$ cat config.mk
export PLATFORM = sky130hd
export DESIGN_NAME = tlv_chunk_deframer_top
export DESIGN_NICKNAME = d
export VERILOG_FILES = /design/src/tlvd_pkg.sv /design/src/tlvd_parse.sv /design/src/tlv_chunk_deframer_top.sv
export SDC_FILE = /design/constraint.sdc
export NUM_CORES = 1
export LEC_CHECK = 0
export BUFFER_PORTS_ARGS = -buffer_cell sky130_fd_sc_hd__buf_2
export CORE_MARGIN = 1
export CORE_UTILIZATION = 40
export CTS_CLUSTER_DIAMETER = 50
export DETAILED_ROUTE_END_ITERATION = 16
export PLACE_DENSITY_LB_ADDON = 0.15
export SYNTH_ARGS = -nofsm -noshare
export SYNTH_HDL_FRONTEND = slang
export SYNTH_SLANG_ARGS = --single-unit
$ cat constraint.sdc
create_clock -name i_clk -period 14.8 [get_ports i_clk]
set_input_delay 2.96 -clock i_clk [delete_from_list [all_inputs] [get_ports i_clk]]
set_output_delay 2.96 -clock i_clk [all_outputs]
set_load 0.05 [all_outputs]
$ cat src/tlvd_pkg.sv
package tlvd_pkg;

    // Fixed framing of one chunk header: a 32-bit type and a 32-bit length.
    localparam int unsigned HDR_BYTES  = 8;
    localparam int unsigned WORD_BYTES = 4;

    // Width of the running file offset and of the file size register.
    localparam int unsigned OFFSET_W = 33;
    localparam int unsigned SIZE_W   = 32;

    // Kind of one result transfer.
    typedef enum logic [1:0] {
        KIND_HEADER  = 2'd0,
        KIND_PAYLOAD = 2'd1,
        KIND_STOP    = 2'd2
    } t_kind;

    // One result item.
    typedef struct packed {
        t_kind       kind;
        logic [31:0] chunk_type;
        logic [31:0] chunk_length;
        logic [7:0]  payload_byte;
        logic        last_of_chunk;
    } t_result;

endpackage

$ cat src/tlvd_parse.sv
module tlvd_parse (
    input  logic                   i_clk,
    input  logic                   i_rst_n,
    input  logic                   i_cfg_wr_en,
    input  logic [31:0]            i_cfg_wr_data,
    input  logic                   i_take,
    input  logic [7:0]             i_data_byte,
    input  logic                   i_first_of_file,
    output logic                   o_res_valid,
    output tlvd_pkg::t_result      o_res
);

    typedef enum logic [1:0] {
        PH_HEADER  = 2'd0,
        PH_PAYLOAD = 2'd1,
        PH_STOPPED = 2'd2
    } t_phase;

    logic [tlvd_pkg::SIZE_W-1:0]   r_file_size;
    logic [tlvd_pkg::OFFSET_W-1:0] r_offset, n_offset;
    t_phase                        r_phase, n_phase;
    logic [2:0]                    r_idx, n_idx;
    logic [31:0]                   r_type, n_type;
    logic [31:0]                   r_len, n_len;
    logic [31:0]                   r_rem, n_rem;

    // State as seen by this byte: a first-of-file byte restarts at offset zero.
    logic [tlvd_pkg::OFFSET_W-1:0] eff_offset;
    t_phase                        eff_phase;
    logic [2:0]                    eff_idx;
    logic [31:0]                   eff_type;
    logic [31:0]                   eff_len;
    logic [31:0]                   eff_rem;

    logic [tlvd_pkg::OFFSET_W-1:0] offset_inc;
    logic [31:0]                   type_acc;
    logic [31:0]                   len_acc;
    logic [31:0]                   rem_dec;
    logic [4:0]                    shift;
    logic                          short_rem;
    logic                          overrun;

    always_comb begin
        eff_offset = i_first_of_file ? '0 : r_offset;
        eff_phase  = i_first_of_file ? PH_HEADER : r_phase;
        eff_idx    = i_first_of_file ? 3'd0 : r_idx;
        eff_type   = i_first_of_file ? 32'd0 : r_type;
        eff_len    = i_first_of_file ? 32'd0 : r_len;
        eff_rem    = i_first_of_file ? 32'd0 : r_rem;
    end

    // Header byte assembly, little-endian, and the two bound checks.
    always_comb begin
        offset_inc = eff_offset + tlvd_pkg::OFFSET_W'(1);
        shift      = {eff_idx[1:0], 3'b000};
        type_acc   = eff_type;
        len_acc    = eff_len;
        if (eff_idx < 3'(tlvd_pkg::WORD_BYTES)) begin
            type_acc = eff_type | (32'(i_data_byte) << shift);
        end else begin
            len_acc = eff_len | (32'(i_data_byte) << shift);
        end
        short_rem = ({1'b0, eff_offset} + (tlvd_pkg::OFFSET_W + 1)'(tlvd_pkg::HDR_BYTES))
                    > (tlvd_pkg::OFFSET_W + 1)'(r_file_size);
        overrun   = ({1'b0, offset_inc} + (tlvd_pkg::OFFSET_W + 1)'(len_acc))
                    > (tlvd_pkg::OFFSET_W + 1)'(r_file_size);
        rem_dec   = (eff_rem != 32'd0) ? eff_rem - 32'd1 : 32'd0;
    end

    // Next state and the result of this byte.
    always_comb begin
        n_offset    = eff_offset;
        n_phase     = eff_phase;
        n_idx       = eff_idx;
        n_type      = eff_type;
        n_len       = eff_len;
        n_rem       = eff_rem;
        o_res_valid = 1'b0;
        o_res       = '0;
        case (eff_phase)
            PH_HEADER: begin
                if (eff_idx == 3'd0 && short_rem) begin
                    // Fewer than a header's worth of bytes left in the file.
                    n_phase     = PH_STOPPED;
                    o_res_valid = 1'b1;
                    o_res.kind  = tlvd_pkg::KIND_STOP;
                end else begin
                    n_offset = offset_inc;
                    n_idx    = eff_idx + 3'd1;
                    n_type   = type_acc;
                    n_len    = len_acc;
                    if (eff_idx == 3'd7) begin
                        o_res_valid        = 1'b1;
                        o_res.chunk_type   = type_acc;
                        o_res.chunk_length = len_acc;
                        if (overrun) begin
                            // The chunk would run past the end of the file.
                            n_phase    = PH_STOPPED;
                            n_type     = '0;
                            n_len      = '0;
                            o_res.kind = tlvd_pkg::KIND_STOP;
                        end else begin
                            n_rem      = len_acc;
                            o_res.kind = tlvd_pkg::KIND_HEADER;
                            if (len_acc == 32'd0) begin
                                o_res.last_of_chunk = 1'b1;
                                n_type              = '0;
                                n_len               = '0;
                            end else begin
                                n_phase = PH_PAYLOAD;
                            end
                        end
                    end
                end
            end
            PH_PAYLOAD: begin
                n_offset            = offset_inc;
                n_rem               = rem_dec;
                o_res_valid         = 1'b1;
                o_res.kind          = tlvd_pkg::KIND_PAYLOAD;
                o_res.chunk_type    = eff_type;
                o_res.chunk_length  = eff_len;
                o_res.payload_byte  = i_data_byte;
                o_res.last_of_chunk = (rem_dec == 32'd0);
                if (rem_dec == 32'd0) begin
                    n_phase = PH_HEADER;
                    n_idx   = 3'd0;
                    n_type  = '0;
                    n_len   = '0;
                end
            end
            default: begin
                // Stopped: bytes are dropped until the next file start.
            end
        endcase
    end

    // Parser state and the file size register.
    always_ff @(posedge i_clk) begin
        if (!i_rst_n) begin
            r_file_size <= '0;
            r_offset    <= '0;
            r_phase     <= PH_HEADER;
            r_idx       <= 3'd0;
            r_type      <= '0;
            r_len       <= '0;
            r_rem       <= '0;
        end else begin
            if (i_cfg_wr_en) begin
                r_file_size <= i_cfg_wr_data;
            end
            if (i_take) begin
                r_offset <= n_offset;
                r_phase  <= n_phase;
                r_idx    <= n_idx;
                r_type   <= n_type;
                r_len    <= n_len;
                r_rem    <= n_rem;
            end
        end
    end

endmodule

$ cat src/tlv_chunk_deframer_top.sv
// Type-length-value chunk deframer.
// Input channel: i_valid / o_stall carry one file byte per transfer in
// i_data_byte; i_first_of_file marks the first byte of a new file and
// restarts parsing at offset zero with that byte.
// Output channel: o_valid / i_stall carry one result per transfer: a chunk
// header (type and length, little-endian 32-bit words), a payload byte, or a
// stop result when a header or its chunk does not fit in the file size.
// i_cfg_wr_en / i_cfg_wr_data write the file size; it is sampled at each check.
// A result is registered in the output register, or in the skid register
// while that one waits. Throughput: one byte per cycle while o_stall is low;
// a header byte gives a result only if it is the eighth or if it stops parsing.
// A two-entry output stage (result register plus skid register) lets the
// block take a byte while a result waits; o_stall rises only when both
// entries are full, and results are held unchanged while i_stall is high.
// Reset (i_rst_n low, synchronous) empties the output stage, clears the file
// size to zero and returns the parser to the header phase at offset zero.
module tlv_chunk_deframer_top (
    input  logic        i_clk,
    input  logic        i_rst_n,
    input  logic        i_cfg_wr_en,
    input  logic [31:0] i_cfg_wr_data,
    input  logic        i_valid,
    output logic        o_stall,
    input  logic [7:0]  i_data_byte,
    input  logic        i_first_of_file,
    output logic        o_valid,
    input  logic        i_stall,
    output logic [1:0]  o_result_kind,
    output logic [31:0] o_chunk_type,
    output logic [31:0] o_chunk_length,
    output logic [7:0]  o_payload_byte,
    output logic        o_last_of_chunk
);

    logic              take;
    logic              out_fire;
    logic              res_valid;
    tlvd_pkg::t_result res;
    logic              r_out_valid;
    tlvd_pkg::t_result r_out;
    logic              r_skid_valid;
    tlvd_pkg::t_result r_skid;

    assign take     = i_valid && !r_skid_valid;
    assign out_fire = r_out_valid && !i_stall;

    tlvd_parse u_parse (
        .i_clk           (i_clk),
        .i_rst_n         (i_rst_n),
        .i_cfg_wr_en     (i_cfg_wr_en),
        .i_cfg_wr_data   (i_cfg_wr_data),
        .i_take          (take),
        .i_data_byte     (i_data_byte),
        .i_first_of_file (i_first_of_file),
        .o_res_valid     (res_valid),
        .o_res           (res)
    );

    // Output register with a skid entry behind it.
    always_ff @(posedge i_clk) begin
        if (!i_rst_n) begin
            r_out_valid  <= 1'b0;
            r_skid_valid <= 1'b0;
        end else if (r_skid_valid) begin
            if (out_fire) begin
                r_out_valid  <= 1'b1;
                r_skid_valid <= 1'b0;
            end
        end else if (take && res_valid) begin
            if (!r_out_valid || out_fire) begin
                r_out_valid <= 1'b1;
            end else begin
                r_skid_valid <= 1'b1;
            end
        end else if (out_fire) begin
            r_out_valid <= 1'b0;
        end
    end

    // Payload of the two entries.
    always_ff @(posedge i_clk) begin
        if (r_skid_valid) begin
            if (out_fire) begin
                r_out <= r_skid;
            end
        end else if (take && res_valid) begin
            if (!r_out_valid || out_fire) begin
                r_out <= res;
            end else begin
                r_skid <= res;
            end
        end
    end

    assign o_stall         = r_skid_valid;
    assign o_valid         = r_out_valid;
    assign o_result_kind   = r_out.kind;
    assign o_chunk_type    = r_out.chunk_type;
    assign o_chunk_length  = r_out.chunk_length;
    assign o_payload_byte  = r_out.payload_byte;
    assign o_last_of_chunk = r_out.last_of_chunk;

endmodule

==> impl_metrics.yaml, run 1 <==
cells_and_area:
  area_growth_pct: 13.6
  layout.cells.non_filler: 2812
  final_common_cell: "nor2_1"
  final_cell_mix: "195 x nor2_1, 167 x dfxtp_1, 163 x nand2_1, 150 x edfxtp_1, 128 x a21oi_1"
  fin_nets: 2306
  drive_gt1_share_pct: 16.0
  fill_cells: 4569
clocking:
  postCtsSetupRepairBufs: 0
  cts_resized: 0
  cts_made_buffers: 45
  cts_root_buf: "clkbuf_16"
  clkLatencyLatePin_ns: 0.59
  cts_tree: "built"
  htree_levels: 2
  holdBufCountCts: 0
  path_clk_slew_ns: 0.06
  cts_max_path_buffers: 3
  cts.sinks: 318
floorplanning:
  dieArea_um2: 49500
  die_w_um: 223
  rows: 80
  start_util_pct: 40.7
  ios: 123
  die_h_um: 223
  core-area_um2: 47800
global_route:
  grt_pass1_vias: 15900
  overflow: 0
  grt_max_degree: 73
  grt_pass1_wl_um: 97100
  grt.total_usage_pct: 25.2
  antenna_found_initial: 2
critical_path:
  cp-start-kind: "input pin"
  cp_data_required_time_ns: 15.29
  crit_path_frequent_cell: "o21ai_0"
  worstPathArrival_ns: 11.72
  critPathSlowestCell: "a21boi_0"
  slowest_delay_ns: 0.99
  end_kind: "flip-flop"
  cp_max_fo: 58
  crit_type: "input pin to flip-flop"
timing:
  skew_ns: 0.0289
  tightest_slew_ns: 1.24
  final-setup-viol-count: 0
  max_freq_ghz: 0.0891
  period_minus_slack_ns: 11.23
  setup_tns_ns: 0
  rsz0062_at_grt: "false"
  timing.slew.headroom_pct: 16.5
  finalCritPeriodShare_pct: 75.9
  final-hold-violation-count: 0
  maxSlewViolCount: 0
run:
  drv_cap: 0
yosys:
  async_flop_share_pct: 0
  syn_avg_cell_area_um2: 9.31
  syn_nets: 2238
  synth_ff_type: "dfxtp_1"
  synthCells: 2091
  ys_seq_area_share_pct: 40.4
  yosysWarningCount: 0
  ys_ff_latch: 318
  syn_area_um2: 19500
  synth_enable_flop_cells: 150
  netlist-cell-type-count: 100
worst_hold_path:
  min_path_type: "flip-flop to flip-flop"
place:
  dpl.cell_count: 2727
  gp_routability_congestion: 0.929
  dp_hpwl_um: 46000
  numPortBuffers: 122
route:
  ant_nets: 0
  drt_iter0_markers: 1544
  wl_per_cell_um: 22.7
  routed_wl_um: 63900
  drc_errors: 0
  drt-vias-per-instance: 5.99
  first_pass_iters: 7
  num_vias: 16800
pwr:
  ir_drop_uv: 84.0
  p_leak_nw: 8.64
  finalPower_mw: 2.21
  power_density_nw_per_um2: 100
outcome:
  status: "finished clean"
## worst max-delay path, delay by kind of cell
kind	cells	cell delay, ns
buffers and inverters	2	0.57
AND/OR/NAND/NOR	12	3.84
XOR/XNOR	2	0.30
AO/OA/AOI/OAI	12	3.32
adder cells (fa/ha/maj)	2	0.69
## sequential cells by signal (all words and copies together) (netlist names), 3 cells and up
register	count
o_chunk_length	32
r_skid	75
u_parse.r_idx	3
u_parse.r_offset	33
u_parse.r_type	32
u_parse.r_len	32
u_parse.r_rem	32
o_chunk_type	32
u_parse.r_file_size	32
o_payload_byte	8
## synthesized netlist by cell type, types with 8 or more instances
cell type | count | share of area, %
o211ai_1 | 11 | 0.42
nand4_1 | 33 | 1.1
o22ai_1 | 20 | 0.64
a211oi_1 | 11 | 0.42
and3_1 | 29 | 0.93
nand3_1 | 40 | 1.0
edfxtp_1 | 150 | 23
buf_6 | 10 | 0.58
and4_1 | 8 | 0.36
a22o_1 | 106 | 4.8
buf_1 | 12 | 0.23
nor2_1 | 196 | 3.8
o21a_1 | 24 | 0.93
or3_1 | 12 | 0.39
o2bb2ai_1 | 9 | 0.41
o21ai_1 | 9 | 0.23
o31ai_1 | 19 | 0.73
inv_1 | 84 | 1.6
a21oi_1 | 128 | 3.3
nand2b_1 | 14 | 0.45
buf_2 | 23 | 0.59
nor3_1 | 34 | 0.87
mux2i_1 | 39 | 2.0
o21ai_0 | 116 | 3.0
dfxtp_1 | 168 | 17
a21o_1 | 25 | 0.96
mux2_2 | 60 | 3.5
ha_1 | 100 | 6.4
xnor2_1 | 51 | 2.3
buf_4 | 8 | 0.31
nand2_1 | 163 | 3.1
nor4_1 | 14 | 0.45
nor2b_1 | 33 | 1.1
xor2_1 | 44 | 2.0
a221oi_1 | 8 | 0.36
a31oi_1 | 38 | 1.2
clkbuf_1 | 86 | 1.7
a22oi_1 | 14 | 0.54
## power breakdown
part | internal (mW) | leakage, nW | total [mW] | switching [mW]
Combinational | 0.0490 | 5.26 | 0.153 | 0.104
Clock | 0.691 | 0.783 | 1.13 | 0.438
Sequential | 0.923 | 2.60 | 0.932 | 0.00906
Total | 1.66 | 8.64 | 2.21 | 0.551
## worst paths after layout
check | slack (ns) | cells after the start | end | from
setup / recovery | 3.57 | 30 | u_parse.r_rem[10]$_SDFFE_PN0P_ | i_first_of_file
hold / removal | 0.46 | 1 | u_parse.r_type[5]$_SDFFE_PN0P_ | u_parse.r_type[5]$_SDFFE_PN0P_
hold reg to reg | 0.46 | 1 | u_parse.r_type[5]$_SDFFE_PN0P_ | u_parse.r_type[5]$_SDFFE_PN0P_
setup reg to reg | 6.16 | 28 | u_parse.r_rem[10]$_SDFFE_PN0P_ | u_parse.r_offset[2]$_SDFFE_PN0P_
## stage by stage
step           hold WS, ns  util (%)  worst slack (ns)  instance area (µm²)
6_report             0.460      46.2              3.57                22100
5_1_grt              0.488      46.2              3.09                22100
4_1_cts              0.466      46.2              3.77                22100
3_5_place_dp         0.447      42.9              3.20                20500
3_3_place_gp         0.446      42.9              3.48                20500
2_1_floorplan        0.433         -              1.14                19500
## cell type report
class,count,area (µm²),share of cell area [%]
antenna,1,2.50,0.0113
multi-input combinational,1549,10600,48.2
tap,615,769,3.48
clock inverter,26,323,1.46
timing repair buffer,160,898,4.06
sequential,318,7870,35.6
inverter,85,319,1.44
clock buffer,58,1280,5.77
## metal layers
metal	GRT usage [%]	up-vias	share of wire, %
met5	0	-	0
li1	-	7898	-
met4	9.37	0	3.2
met3	4.36	114	7.3
met1	34.1	8169	44
met2	40.2	664	46
## cells by family after synthesis
group / share of synthesized area (%)
simple gates: 16.6
compound gates: 21.5
flops: 40.4
buf+inv: 5.01
fa+ha+maj: 6.59
mux: 5.55
xor+xnor: 4.28
(Power assumes the default switching activity.)
==> run 2, diff against run 1 <==
==> constraint.sdc (replaced) <==
create_clock -name i_clk -period 10.8 [get_ports i_clk]
set_input_delay 2.16 -clock i_clk [delete_from_list [all_inputs] [get_ports i_clk]]
set_output_delay 2.16 -clock i_clk [all_outputs]
set_load 0.05 [all_outputs]
==> run 2 against run 1 <==
  * Flip-flop and latch count is the same
  * Via count is essentially flat
  * Die area is the same
  * Utilization shrank 0.20 points
  * Global-route usage grew 0.71 points
  * Clock power grew 26%
  * Clock skew shrank 0.014 ns
  * Cell area shrank 0.44%
  * Non-clock buffer count grew 10
  * Total power grew 31%
  * Routed wire length grew 1.7%
  * Critical endpoint is now u_parse.r_len[23]$_SDFFE_PN0P_
  * Highest routed layer is now met5
==> impl_metrics.yaml, run 2 (synthesis results as in run 1) <==
floorplanning:
  start_util_pct: 40.7
  die_h_um: 223
  core-area_um2: 47800
  dieArea_um2: 49500
  die_w_um: 223
  rows: 80
  ios: 123
pwr:
  switching_share_pct: 25.0
  clkPwrFrac_pct: 48.8
  ir_drop_uv: 115
  pwr-share-comb_pct: 7.2
  p_leak_nw: 8.60
  power_density_nw_per_um2: 132
  p_sw_uw: 727
  power_frac_seq_pct: 44.0
  p_int_mw: 2.18
global_route:
  grt_pass1_wl_um: 99500
  grt.total_usage_pct: 25.9
  overflow: 0
  met1_usage_pct: 34.4
  grt_pass1_vias: 16200
  grt_busiest_layer: "met2"
  grtUsageMet3_pct: 5.14
  grt_max_degree: 68
  grtUsageMet2_pct: 41.2
  antenna_found_initial: 4
worst_hold_path:
  min_path_type: "flip-flop to flip-flop"
  worst_hold_startpoint: "u_parse.r_type[5]$_SDFFE_PN0P_"
route:
  drt_iter0_markers: 1595
  first_pass_iters: 7
  drt-vias-per-instance: 5.98
  num_vias: 16900
  ant_nets: 0
  drc_errors: 0
  routed_wl_um: 65000
  wl_per_cell_um: 23.1
critical_path:
  cp_data_required_time_ns: 11.32
  worstReg2RegEnd: "u_parse.r_len[23]$_SDFFE_PN0P_"
  end_kind: "flip-flop"
  r2r_start: "u_parse.r_offset[2]$_SDFFE_PN0P_"
  crit_path_end: "u_parse.r_len[23]$_SDFFE_PN0P_"
  rrSetupSlack_ns: 2.39
  crit_type: "input pin to flip-flop"
  slowest_delay_ns: 0.78
  crit_start: "i_first_of_file"
  cp_max_fo: 30
  cp_num_cells: 31
  reg2reg_depth: 30
  cp_top_family: "simple AND/OR/NAND/NOR gates"
  cp_num_buf_inv: 3
  critPathSlowestCell: "and3_1"
  worstPathArrival_ns: 10.31
  cp-start-kind: "input pin"
timing:
  max_freq_ghz: 0.102
  setup_ws_ns: 1.01
  final-setup-viol-count: 0
  period_minus_slack_ns: 9.79
  final-hold-violation-count: 0
  maxSlewViolCount: 0
  finalCritPeriodShare_pct: 90.7
  timing.slew.headroom_pct: 11.2
  skew_ns: 0.0145
  setup_tns_ns: 0
  tightest_slew_ns: 1.33
  rsz0062_at_grt: "false"
place:
  placed_area_um2: 20600
  dp_hpwl_um: 47200
  numPortBuffers: 122
  gp_routability_congestion: 0.925
  pre_cts_slack_ns: 0.676
  dpl.cell_count: 2737
clocking:
  htree_levels: 2
  path_clk_slew_ns: 0.06
  cts.sinks: 318
  postCtsSetupRepairBufs: 0
  cts_max_path_buffers: 3
  cts_root_buf: "clkbuf_16"
  cts_resized: 0
  holdBufCountCts: 0
  clkLatencyLatePin_ns: 0.58
  cts_made_buffers: 43
  cts_tree: "built"
cells_and_area:
  fill_cells: 4647
  fin_nets: 2314
  final_cell_area_um2: 22000
  drive_gt1_share_pct: 16.2
  final_common_cell: "nor2_1"
  reg.largest.list: "r_skid (75), u_parse.r_offset (33)"
  final_cell_mix: "195 x nor2_1, 167 x dfxtp_1, 163 x nand2_1, 150 x edfxtp_1, 128 x a21oi_1"
  layout.cells.non_filler: 2818
  largest_reg_flops: 75
  largest-register: "r_skid"
  area_growth_pct: 13.1
outcome:
  status: "finished clean"
run:
  drv_cap: 0
==> run 2: cell types whose count changed in the layout (fill, tap and decap cells not counted), sizes merged <==
cell	delta
clkbuf	-3
clkinvlp	+2
inv	-6
buf	+10
clkinv	+4
bufinv	-1
==> run 2: layout make-up <==
type | count | area, µm² | share of cell area [%]
diodes | 1 | 2.50 | 0.0114
clock buffers | 55 | 1160 | 5.28
clock inverters | 25 | 265 | 1.21
inverters | 85 | 319 | 1.45
multi-input cells | 1549 | 10600 | 48.4
flip-flops and latches | 318 | 7870 | 35.8
well taps | 615 | 769 | 3.50
repair buffers | 170 | 973 | 4.42
==> run 2: stage by stage <==
step / utilization, % / total power, mW / hold slack [ns]
2_1_floorplan: - / 1.44 / 0.433
3_3_place_gp: 43.0 / 1.51 / 0.445
3_5_place_dp: 43.0 / 1.51 / 0.452
4_1_cts: 46.0 / 2.93 / 0.464
5_1_grt: 46.0 / 3.00 / 0.481
6_report: 46.0 / 2.90 / 0.465
==> run 2: worst min path at each step <==
| stage | end | slack (ns) | cells past startpoint |
|---|---|---|---|
| 6_report | u_parse.r_type[5]$_SDFFE_PN0P_ | 0.47 | 1 |
| 5_1_grt | u_parse.r_type[24]$_SDFFE_PN0P_ | 0.48 | 1 |
| 4_1_cts | u_parse.r_type[0]$_SDFFE_PN0P_ | 0.46 | 1 |
| 3_5_place_dp | u_parse.r_type[1]$_SDFFE_PN0P_ | 0.45 | 1 |
| 3_3_place_gp | u_parse.r_type[2]$_SDFFE_PN0P_ | 0.45 | 1 |
| 2_1_floorplan | u_parse.r_type[0]$_SDFFE_PN0P_ | 0.43 | 1 |
==> run 2: power groups by stage <==
stage / sequential [mW] / combinational, mW / clock [mW]
after floorplan: 1.30 / 0.144 / 0
after global placement: 1.30 / 0.203 / 0
after detailed placement: 1.30 / 0.205 / 0
after CTS: 1.28 / 0.206 / 1.44
after global routing: 1.28 / 0.227 / 1.49
final: 1.28 / 0.208 / 1.42
==> run 2: worst register-to-register path: cells and delay by family (launching register included) <==
family | cells | cell delay, ns
buf+inv | 2 | 0.56
simple gates | 13 | 4.02
flops | 1 | 0.42
compound gates | 11 | 2.35
xor+xnor | 2 | 0.30
fa+ha+maj | 2 | 0.69
==> run 2: layer usage <==
layer  vias up  part of all wire (%)  routed length, µm
li1       7908                     -                  -
met3       144                   7.0               4580
met1      8158                    44              28400
met4         8                   3.9               2510
met5         -                 0.071                 46
met2       632                    45              29400
